**src/hw/rtl/sau_pkg.sv**
```systemverilog
// sau_pkg: shared widths, operation and status codes, controller states and
// the divider result record for the stack arithmetic unit
// no dependencies
package sau_pkg;

  localparam int WORD_W          = 32;
  localparam int OP_W            = 3;
  localparam int STATUS_W        = 2;
  localparam int DEPTH_W         = 7;
  localparam int STACK_DEPTH_DEF = 64;

  localparam logic [OP_W-1:0] OP_PUSH = 3'd0;
  localparam logic [OP_W-1:0] OP_ADD  = 3'd1;
  localparam logic [OP_W-1:0] OP_SUB  = 3'd2;
  localparam logic [OP_W-1:0] OP_MUL  = 3'd3;
  localparam logic [OP_W-1:0] OP_DIV  = 3'd4;
  localparam logic [OP_W-1:0] OP_MOD  = 3'd5;

  localparam logic [STATUS_W-1:0] ST_OK      = 2'd0;
  localparam logic [STATUS_W-1:0] ST_SHORT   = 2'd1;
  localparam logic [STATUS_W-1:0] ST_DIVZERO = 2'd2;
  localparam logic [STATUS_W-1:0] ST_FULL    = 2'd3;

  typedef enum logic [1:0] {
    S_IDLE,
    S_EXEC,
    S_DIV,
    S_DONE
  } state_t;

  typedef struct packed {
    logic              done;
    logic [WORD_W-1:0] quot;
    logic [WORD_W-1:0] rem;
  } div_res_t;

endpackage

```
**src/hw/rtl/stack_arithmetic_unit.sv**
```systemverilog
// stack_arithmetic_unit: top level of the stack machine execution unit
// depends on sau_pkg and sau_div
//
// Executes one stack operation per input item and returns one result item.
// The operation code arrives on s_tuser (0 push, 1 add, 2 sub, 3 mul, 4 div,
// 5 mod, 6 and 7 do nothing); a push takes its word from s_tdata. The
// arithmetic operations pop the top two entries and push (second op top),
// wrapping to 32 bits; div and mod truncate toward zero. Each result gives a
// status (0 ok, 1 fewer than two entries, 2 division by zero, 3 push onto a
// full stack), the top of stack afterwards (zero when empty) and the depth.
// On any error the stack is left as it was. One item is worked on at a time:
// push, unused codes, a full stack and a short stack go straight to the
// result, add, sub, mul and division by zero first pass an execute step, and
// div and mod also wait on the one-bit-per-cycle divider. The stack words
// live in a single-port-write synchronous memory; the top entry is also held
// in a register, so every operation needs only one memory read (the second
// entry), issued while the block waits for an item. A finished result sits
// in the output register, so the next item is taken while it waits.
module stack_arithmetic_unit
  import sau_pkg::*;
#(
  parameter int STACK_DEPTH = STACK_DEPTH_DEF
) (
  input  logic        clk,
  input  logic        rst,
  // input items
  input  logic        s_tvalid,
  output logic        s_tready,
  input  logic [31:0] s_tdata,   // [31:0] push_value
  input  logic [2:0]  s_tuser,   // [2:0] op
  // result items
  output logic        m_tvalid,
  input  logic        m_tready,
  output logic [47:0] m_tdata    // [1:0] status, [33:2] top_value, [40:34] depth, rest zero
);

  localparam int AW = (STACK_DEPTH > 1) ? $clog2(STACK_DEPTH) : 1;
  localparam int CW = $clog2(STACK_DEPTH + 1);

  state_t state;
  state_t state_next;

  // stack memory, read address always the second entry
  logic [WORD_W-1:0] stack_mem [STACK_DEPTH];
  logic [AW-1:0]     rd_addr;
  logic [WORD_W-1:0] rd_data;
  logic [AW-1:0]     wr_addr;
  logic              wr_en;

  // control state
  logic [CW-1:0]       count;
  logic [CW-1:0]       count_next;
  logic [WORD_W-1:0]   top;
  logic [WORD_W-1:0]   top_next;

  // item in flight
  logic [OP_W-1:0]     op_q;
  logic [WORD_W-1:0]   result;
  logic [STATUS_W-1:0] status_q;

  logic                accept;
  logic                commit;
  logic                div_start;
  logic                is_arith;
  logic                op_arith_q;
  logic                is_full;
  logic                is_short;
  div_res_t            div_res;

  // output register
  logic [STATUS_W-1:0] out_status;
  logic [WORD_W-1:0]   out_top;
  logic [DEPTH_W-1:0]  out_depth;

  assign accept     = s_tvalid && s_tready;
  assign is_arith   = (s_tuser inside {[OP_ADD:OP_MOD]});
  assign op_arith_q = (op_q inside {[OP_ADD:OP_MOD]});
  assign is_full    = (count == CW'(STACK_DEPTH));
  assign is_short   = (count < CW'(2));
  assign rd_addr    = AW'(count - CW'(2));

  // next state and handshake control
  always_comb begin
    state_next = state;
    s_tready   = 1'b0;
    div_start  = 1'b0;
    commit     = 1'b0;
    case (state)
      S_IDLE: begin
        s_tready = 1'b1;
        if (s_tvalid) begin
          if (is_arith && !is_short) begin
            state_next = S_EXEC;
          end else begin
            state_next = S_DONE;
          end
        end
      end
      S_EXEC: begin
        if ((op_q == OP_DIV || op_q == OP_MOD) && top != '0) begin
          div_start  = 1'b1;
          state_next = S_DIV;
        end else begin
          state_next = S_DONE;
        end
      end
      S_DIV: begin
        if (div_res.done) begin
          state_next = S_DONE;
        end
      end
      S_DONE: begin
        if (!m_tvalid || m_tready) begin
          commit     = 1'b1;
          state_next = S_IDLE;
        end
      end
      default: begin
        state_next = S_IDLE;
      end
    endcase
  end

  always_ff @(posedge clk) begin
    if (rst) begin
      state <= S_IDLE;
    end else begin
      state <= state_next;
    end
  end

  // write-back decision at commit
  always_comb begin
    wr_en      = 1'b0;
    wr_addr    = rd_addr;
    count_next = count;
    top_next   = top;
    if (status_q == ST_OK) begin
      if (op_q == OP_PUSH) begin
        wr_en      = 1'b1;
        wr_addr    = AW'(count);
        count_next = count + CW'(1);
        top_next   = result;
      end else if (op_arith_q) begin
        wr_en      = 1'b1;
        count_next = count - CW'(1);
        top_next   = result;
      end
    end
  end

  // stack memory
  always_ff @(posedge clk) begin
    if (commit && wr_en) begin
      stack_mem[wr_addr] <= result;
    end
    rd_data <= stack_mem[rd_addr];
  end

  always_ff @(posedge clk) begin
    if (rst) begin
      count <= '0;
    end else if (commit) begin
      count <= count_next;
    end
  end

  always_ff @(posedge clk) begin
    if (commit) begin
      top <= top_next;
    end
  end

  // item datapath
  always_ff @(posedge clk) begin
    case (state)
      S_IDLE: begin
        if (accept) begin
          op_q   <= s_tuser;
          result <= s_tdata;
          if (s_tuser == OP_PUSH && is_full) begin
            status_q <= ST_FULL;
          end else if (is_arith && is_short) begin
            status_q <= ST_SHORT;
          end else begin
            status_q <= ST_OK;
          end
        end
      end
      S_EXEC: begin
        case (op_q)
          OP_ADD:  result <= rd_data + top;
          OP_SUB:  result <= rd_data - top;
          OP_MUL:  result <= rd_data * top;
          default: begin
            if (top == '0) begin
              status_q <= ST_DIVZERO;
            end
          end
        endcase
      end
      S_DIV: begin
        if (div_res.done) begin
          result <= (op_q == OP_DIV) ? div_res.quot : div_res.rem;
        end
      end
      default: begin
      end
    endcase
  end

  sau_div u_div (
    .clk      (clk),
    .rst      (rst),
    .start    (div_start),
    .dividend (rd_data),
    .divisor  (top),
    .res      (div_res)
  );

  // output register
  always_ff @(posedge clk) begin
    if (rst) begin
      m_tvalid <= 1'b0;
    end else if (commit) begin
      m_tvalid <= 1'b1;
    end else if (m_tready) begin
      m_tvalid <= 1'b0;
    end
  end

  always_ff @(posedge clk) begin
    if (commit) begin
      out_status <= status_q;
      out_top    <= (count_next == '0) ? '0 : top_next;
      out_depth  <= DEPTH_W'(count_next);
    end
  end

  assign m_tdata = {7'd0, out_depth, out_top, out_status};

endmodule

```
**src/hw/rtl/sau_div.sv**
```systemverilog
// sau_div: iterative signed divider, one quotient bit per cycle,
// truncating toward zero with the remainder taking the dividend's sign
// depends on sau_pkg
module sau_div
  import sau_pkg::*;
(
  input  logic              clk,
  input  logic              rst,
  input  logic              start,
  input  logic [WORD_W-1:0] dividend,
  input  logic [WORD_W-1:0] divisor,
  output div_res_t          res
);

  localparam int STEP_W = $clog2(WORD_W);

  logic              busy;
  logic              done;
  logic [STEP_W-1:0] step;
  logic [WORD_W-1:0] quo;
  logic [WORD_W-1:0] rem;
  logic [WORD_W-1:0] dvs;
  logic              neg_q;
  logic              neg_r;

  logic [WORD_W:0]   rem_shift;
  logic [WORD_W:0]   diff;

  assign rem_shift = {rem, quo[WORD_W-1]};
  assign diff      = rem_shift - {1'b0, dvs};

  always_ff @(posedge clk) begin
    if (rst) begin
      busy <= 1'b0;
      done <= 1'b0;
      step <= '0;
    end else if (start) begin
      busy <= 1'b1;
      done <= 1'b0;
      step <= '0;
    end else if (busy) begin
      step <= step + STEP_W'(1);
      if (step == STEP_W'(WORD_W - 1)) begin
        busy <= 1'b0;
        done <= 1'b1;
      end
    end else begin
      done <= 1'b0;
    end
  end

  always_ff @(posedge clk) begin
    if (start) begin
      quo   <= dividend[WORD_W-1] ? (WORD_W'(0) - dividend) : dividend;
      dvs   <= divisor[WORD_W-1] ? (WORD_W'(0) - divisor) : divisor;
      rem   <= '0;
      neg_q <= dividend[WORD_W-1] ^ divisor[WORD_W-1];
      neg_r <= dividend[WORD_W-1];
    end else if (busy) begin
      // restoring step
      if (!diff[WORD_W]) begin
        rem <= diff[WORD_W-1:0];
        quo <= {quo[WORD_W-2:0], 1'b1};
      end else begin
        rem <= rem_shift[WORD_W-1:0];
        quo <= {quo[WORD_W-2:0], 1'b0};
      end
    end
  end

  assign res.done = done;
  assign res.quot = neg_q ? (WORD_W'(0) - quo) : quo;
  assign res.rem  = neg_r ? (WORD_W'(0) - rem) : rem;

endmodule
```
**config.mk**
```make
export PLATFORM = sky130hd
export DESIGN_NAME = stack_arithmetic_unit
export DESIGN_NICKNAME = d
export VERILOG_FILES = /design/src/hw/rtl/sau_pkg.sv /design/src/hw/rtl/stack_arithmetic_unit.sv /design/src/hw/rtl/sau_div.sv
export SDC_FILE = /design/constraint.sdc
export NUM_CORES = 2
export LEC_CHECK = 0
export BUFFER_PORTS_ARGS = -buffer_cell sky130_fd_sc_hd__buf_4
export CORE_MARGIN = 2
export CORE_UTILIZATION = 45
export DETAILED_ROUTE_END_ITERATION = 8
export PLACE_DENSITY_LB_ADDON = 0.2
export SKIP_LAST_GASP = 1
export SYNTH_ARGS = -nofsm -noshare
export SYNTH_HDL_FRONTEND = slang
export SYNTH_SLANG_ARGS = --single-unit
```
**constraint.sdc**
```tcl
create_clock -name clk -period 11.9 [get_ports clk]
set_clock_uncertainty 0.05 [all_clocks]
set_input_delay 1.19 -clock clk [delete_from_list [all_inputs] [get_ports clk]]
set_output_delay 1.19 -clock clk [all_outputs]
set_load 0.02 [all_outputs]
```
**Yosys cells after proc, flatten, opt, wreduce, memory -nomap -nowiden**

Memory sizes are Yosys's and may differ from the RTL's. A register that Yosys moved wholly into a read port is not among the register bits.
Cells that the tools add are included.

- Register bits after elaboration: 225
- Bits in writable memories: 2048
- Memories: 1

- $add $sub $neg: 11
- Multiply operators: 1
- Order comparisons: 5
- Equality and inequality tests: 17
- Muxes and demuxes: 48
- Bitwise gates (word level): 2
- Reductions and logical operators: 30

Memory list:

| memory | words | bits a word | rd ports | clocked after Yosys merged registers in | wr ports | line | RTL |
|---|---|---|---|---|---|---|---|
| stack_mem | 64 | 32 | 1 | 1 | 1 | stack_arithmetic_unit.sv:44 | `logic [WORD_W-1:0] stack_mem [STACK_DEPTH];` |

Operators with widths:

| kind | count |
|---|---|
| $mux W32 | 12 |
| $pmux W32 S3 | 2 |
| $sub A1 B32 Y32 const A | 4 |
| $sub A33 B32 Y33 | 1 |
| $add A32 B32 Y32 | 1 |
| $logic_not A32 Y1 | 1 |
| $mul A32 B32 Y32 | 1 |
| $reduce_bool A32 Y1 | 1 |
| $sub A32 B32 Y32 | 1 |
| $mux W31 | 1 |
| $mux W7 | 3 |
| $mux W1 | 18 |
| $mux W2 | 8 |
| $mux W6 | 2 |
| $ne A2 B2 Y1 const B | 5 |
| $logic_and A1 B1 Y1 | 8 |
| $pmux W2 S4 | 1 |
| $reduce_and A4 Y1 | 2 |
| $add A7 B1 Y7 const B | 1 |
| $eq A7 B7 Y1 const B | 1 |
| $logic_not A7 Y1 | 1 |
| $lt A7 B2 Y1 const B | 1 |
| $sub A7 B1 Y7 const B | 1 |
| $eq A3 B2 Y1 const B | 2 |
| 24 further kinds | 35 |

**Longest topological paths before layout**

- Depth after elaboration: 8
- Gate-level depth with buffers: 28

**By module**

From an unflattened synthesis, not the netlist that was laid out.

- Cell total of the unflattened synthesis: 6628
- Area, all modules: 111036.5 um^2

By module, submodules not included:

| module | instances | cells each | area each (um^2) | seq. area each (um^2) |
|---|---|---|---|---|
| stack_arithmetic_unit | 1 | 5656 | 102642.2 | 65643.0 |
| sau_div | 1 | 972 | 8394.3 | 2762.6 |

**Worst setup path before layout**

Ideal clock, no wire load.

- Path type: register to register
- Start point: reg top[6]
- End point: reg result[31] (data pin)
- Data arrival time: 6.870 ns
- Slack: 4.719 ns
- Cell stages (with the launch flop): 27
- Buffers on the path: 2
- Clock period less this slack: 7.181 ns
- Cell sequence: edfxtp_1 clkbuf_1 clkbuf_1 and2_1 fa_1 fa_1 fa_1 inv_1 fa_1 inv_1 fa_1 inv_1 fa_1 inv_1 fa_1 fa_1 ha_1 inv_1 nor2_1 and3_1 nand3_1 o2111ai_1 o211ai_1 o21ai_0 xnor2_1 a21oi_1 a221o_1

- Word-level cells in the longest chain between the ends: 3
- Elaborated cells between the ends (all ways): 5
- Classes of those cells: add/sub: 2; mul: 1; mux: 2

RTL lines:

| element | line | RTL |
|---|---|---|
| from (decl) | stack_arithmetic_unit.sv:53 | `logic [WORD_W-1:0] top;` |
| from (signal assigned) | stack_arithmetic_unit.sv:170 | `top <= top_next;` |
| $mul A32 B32 Y32, or another cell as far along | stack_arithmetic_unit.sv:194 | `OP_MUL: result <= rd_data * top;` |
| $pmux W32 S3 (*) | stack_arithmetic_unit.sv:191 | `case (op_q)` |
| $pmux W32 S3 (*) | stack_arithmetic_unit.sv:176 | `case (state)` |
| to (signal assigned) | stack_arithmetic_unit.sv:192 | `OP_ADD: result <= rd_data + top;` |
| to (signal assigned) | stack_arithmetic_unit.sv:193 | `OP_SUB: result <= rd_data - top;` |
| to (signal assigned) | stack_arithmetic_unit.sv:194 |  |
| to (decl) | stack_arithmetic_unit.sv:58 | `logic [WORD_W-1:0] result;` |

Every way passes the cells marked *; elsewhere a longest branch is shown, timed or not.
A chain may end at the register's enable or synchronous reset.

**Worst setup path after layout**

- Start point: reg rd_data[21], read port of stack_mem
- End point: reg result[31] (data pin)

- Word-level cells in the longest chain between the ends: 3
- Elaborated cells between the ends (all ways): 5
- Classes of those cells: add/sub: 2; mul: 1; mux: 2

RTL lines:

| element | line | RTL |
|---|---|---|
| from (decl) | stack_arithmetic_unit.sv:46 | `logic [WORD_W-1:0] rd_data;` |
| $mul A32 B32 Y32, or another cell as far along | stack_arithmetic_unit.sv:194 |  |
| $pmux W32 S3 (*) | stack_arithmetic_unit.sv:191 |  |
| $pmux W32 S3 (*) | stack_arithmetic_unit.sv:176 |  |

Marks and branches as above.

==> results.txt <==
run status -> finished, final reports clean
CTS sink cnt -> 2,305
hold buffers post-CTS -> 0
Crit path top cell by count -> fa_1
Port-buffer cells -> 81
Hold Crit Class -> reg2reg
CP Capture Type -> register
max-slew violations -> 0
Detail Route Antenna Nets -> 0
Via Count -> 60,700
synthesis warning total -> 0
Max Root-Sink Buffers -> 3
GRT Resource Usage Total -> 0.242
RR Endpoint -> result[31]
achievable clock frequency -> 125 MHz
crit path kind -> reg2reg
crit start category -> register
Register-to-Register Path Depth -> 22
final critical-path share of the clock period -> 0.675
Vias/cell -> 5.97
Setup violations, final -> 0
die span in y -> 500 um
#FFs+latches synth -> 2,305
cell breakdown of the critical path -> nand2_1 > fa_1 > inv_1 > fa_1 > inv_1 > fa_1 > fa_1 > inv_1 > fa_1 > fa_1 > fa_1 > fa_1 > ha_1 > a21o_1 > a21oi_1 > nor2b_1 > o2111ai_1 > o211ai_1 > o21ai_0 > xnor2_1 > a21oi_1 > a221o_1
CTS resizes -> 0
CTS tree -> built
Place WS -> 4030 ps
H-tree levels -> 4
Core Util, Final -> 0.505
first-pass GRT wire length -> 437,000 um
Remaining DRCs -> 0
Die Wd -> 500 um
Worst Max-Slew Pin Slew -> 1330 ps
Critical Path Fanout Max -> 15
Initial Util -> 0.451
Final #Nets -> 7,394
max-cap violations -> 0
largest net degree at the start of global routing -> 145
DR WL/cell -> 29.7 um
Mean Syn Cell Area -> 16.8 um^2
Cells after Synth -> 6,608
R2R Setup Slk -> 3870 ps
Cell variety after synth -> 83
# IOs -> 89
Final Wtd Congestion -> 0.890
latest clock arrival within the worst-skew pair -> 900 ps
Reg clk slew, reported paths -> 70 ps
min-delay src -> top[0]
Detailed Place HPWL -> 187,000 um
sequential area share after synthesis -> 0.618
slowest CP cell -> dfxtp_1
Post-synth EDFFs -> 2,224
number of CTS-inserted buffers -> 232
initial antenna violation count -> 13
Routed WL -> 303,000 um
Buf+Inv Stages, Crit Path -> 3
vias in the first global route -> 61,500
mapped cell area -> 111,000 um^2
setup bufs post-CTS -> 0
Worst path top cell family by delay -> adder cells
Final Hold Viols -> 0
Min Clock Period, post-route -> 8030 ps
Die ar. -> 250,000 um^2
GRT overflow -> 0
WHS Endpoint -> u_div.dvs[0]
top_reg_cell synth -> edfxtp_1
Yosys top cell area share -> 0.603
Clk Tree Root Cell -> clkbuf_16
dominant cells by area after synthesis -> edfxtp_1 (60%), mux4_2 (14%), fa_1 (7.4%), ha_1 (2.3%), and2_1 (1.8%)
Fin Setup TNS -> 0 ps
delay of the slowest critical-path stage -> 1200 ps
layout cells sized above 1 -> 0.207
drt first pass iters -> 7
FFs w/ async S/R, synth -> 0
core area -> 245,000 um^2
Max-slew headroom -> 0.111
Critical Path AT -> 8600 ps
cell taking the most area after synthesis -> edfxtp_1
Initial DRC Count -> 6,781
RSZ-0062 raised after global routing -> no
CP Data Required Time -> 12,470 ps
Hold Crit Depth -> 0
FP Rows -> 182
area delta synth->final -> 11.8%
Reg2Reg Launch Point -> rd_data[21]
setup ws final -> 3870 ps
area by class of cell:
cell class	count	area (um^2)
fill	20000	121000
sequential	2305	68400
multi-input combinational	3473	39800
clock buffer	295	6230
tap	3220	4030
timing repair buffer	283	2170
inverter	447	1680
clock inverter	143	1470
antenna	6	15.0
registers in the layout (all words and copies together) (netlist names), 32 cells and up:
register and cells:
result 32, rd_data 32, u_div.dvs 32, u_div.rem 32, out_top 32, u_div.quo 32, stack_mem 2048, top 32
cell usage after synthesis, drive strengths merged, types with 17 or more instances:
cell type  instances
buf               85
inv              447
nand2b            21
mux2i             41
xor2             126
or3               30
o41a              32
a211oi            30
ha               203
a31oi             26
a21oi            154
o21ai            184
o21a              21
clkbuf           304
nor2             196
nor2b             17
nand2            431
nand3             40
nor3              47
a21o              38
dfxtp             81
xnor2            169
o31ai             44
or4               22
mux2              32
fa               410
mux4             665
and2             319
edfxtp          2224
cells by family (layout without fill, tap and decap cells):
kind of cell	after synthesis	count (layout)	synth area share
buf+inv	836	1168	0.0290
mux	738	738	0.142
xor+xnor	295	295	0.0234
compound gates	632	632	0.0372
other cells	1	13	0.0000339
fa+ha+maj	613	613	0.0971
simple gates	1188	1188	0.0530
flops	2305	2305	0.618
worst register-to-register path, stage by stage, from the launching register on:
cell and delay [ps]:
dfxtp_1 1200, nand2_1 220, fa_1 550, inv_1 60, fa_1 480, inv_1 50
fa_1 510, fa_1 560, inv_1 50, fa_1 480, fa_1 480, fa_1 540
fa_1 430, ha_1 370, a21o_1 190, a21oi_1 170, nor2b_1 200, o2111ai_1 170
o211ai_1 220, o21ai_0 180, xnor2_1 170, a21oi_1 80, a221o_1 350
per-stage QoR:
stage	std cells	cell area [um^2]	hold slack [ps]
floorplan	6614	111000	356
global placement	9728	116000	397
detailed placement	9728	116000	399
CTS	10200	124000	420
global route	10200	124000	429
finish	10200	124000	416
worst max path at each step:
stage	from	endpoint	slack (ps)	cells past startpoint
after floorplan	top[6]	result[31]	4720	26
after global placement	rd_data[21]	result[31]	4060	21
after detailed placement	rd_data[20]	result[31]	4030	22
after CTS	rd_data[21]	result[31]	4000	22
after global routing	top[7]	result[31]	3670	22
final	rd_data[21]	result[31]	3870	22
cell usage in the layout (no fill, tap or decap), drive strengths merged, types with 10 or more instances in the layout:
| cell | netlist | layout |
|---|---|---|
| a22oi | 16 | 16 |
| inv | 447 | 452 |
| o21bai | 10 | 10 |
| mux2i | 41 | 41 |
| and3 | 16 | 16 |
| clkbuf | 304 | 295 |
| nor2 | 196 | 196 |
| xor2 | 126 | 126 |
| o41ai | 16 | 16 |
| and2 | 319 | 319 |
| bufinv | 0 | 20 |
| nand4 | 12 | 12 |
| o21a | 21 | 21 |
| clkinv | 0 | 114 |
| a31oi | 26 | 26 |
| nor3 | 47 | 47 |
| nor2b | 17 | 17 |
| fa | 410 | 410 |
| nand2b | 21 | 21 |
| dfxtp | 81 | 81 |
| edfxtp | 2224 | 2224 |
| o41a | 32 | 32 |
| or3 | 30 | 30 |
| o31ai | 44 | 44 |
| mux2 | 32 | 32 |
| or4 | 22 | 22 |
| nand3 | 40 | 40 |
| nor4 | 12 | 12 |
| xnor2 | 169 | 169 |
| nand2 | 431 | 431 |
| o21ai | 184 | 184 |
| mux4 | 665 | 665 |
| a211oi | 30 | 30 |
| a21oi | 154 | 154 |
| a21o | 38 | 38 |
| ha | 203 | 203 |
| buf | 85 | 283 |
metal layers:
metal	up-vias	GRT usage	routed length (um)
li1	25300	-	-
met1	32600	0.334	124000
met2	2301	0.400	149000
met3	476	0.0318	19800
met4	2	0.0791	9930
met5	-	0	13
Power is not shown: default switching activity piles up to over one toggle a cycle in this logic, so the estimate is an artifact.
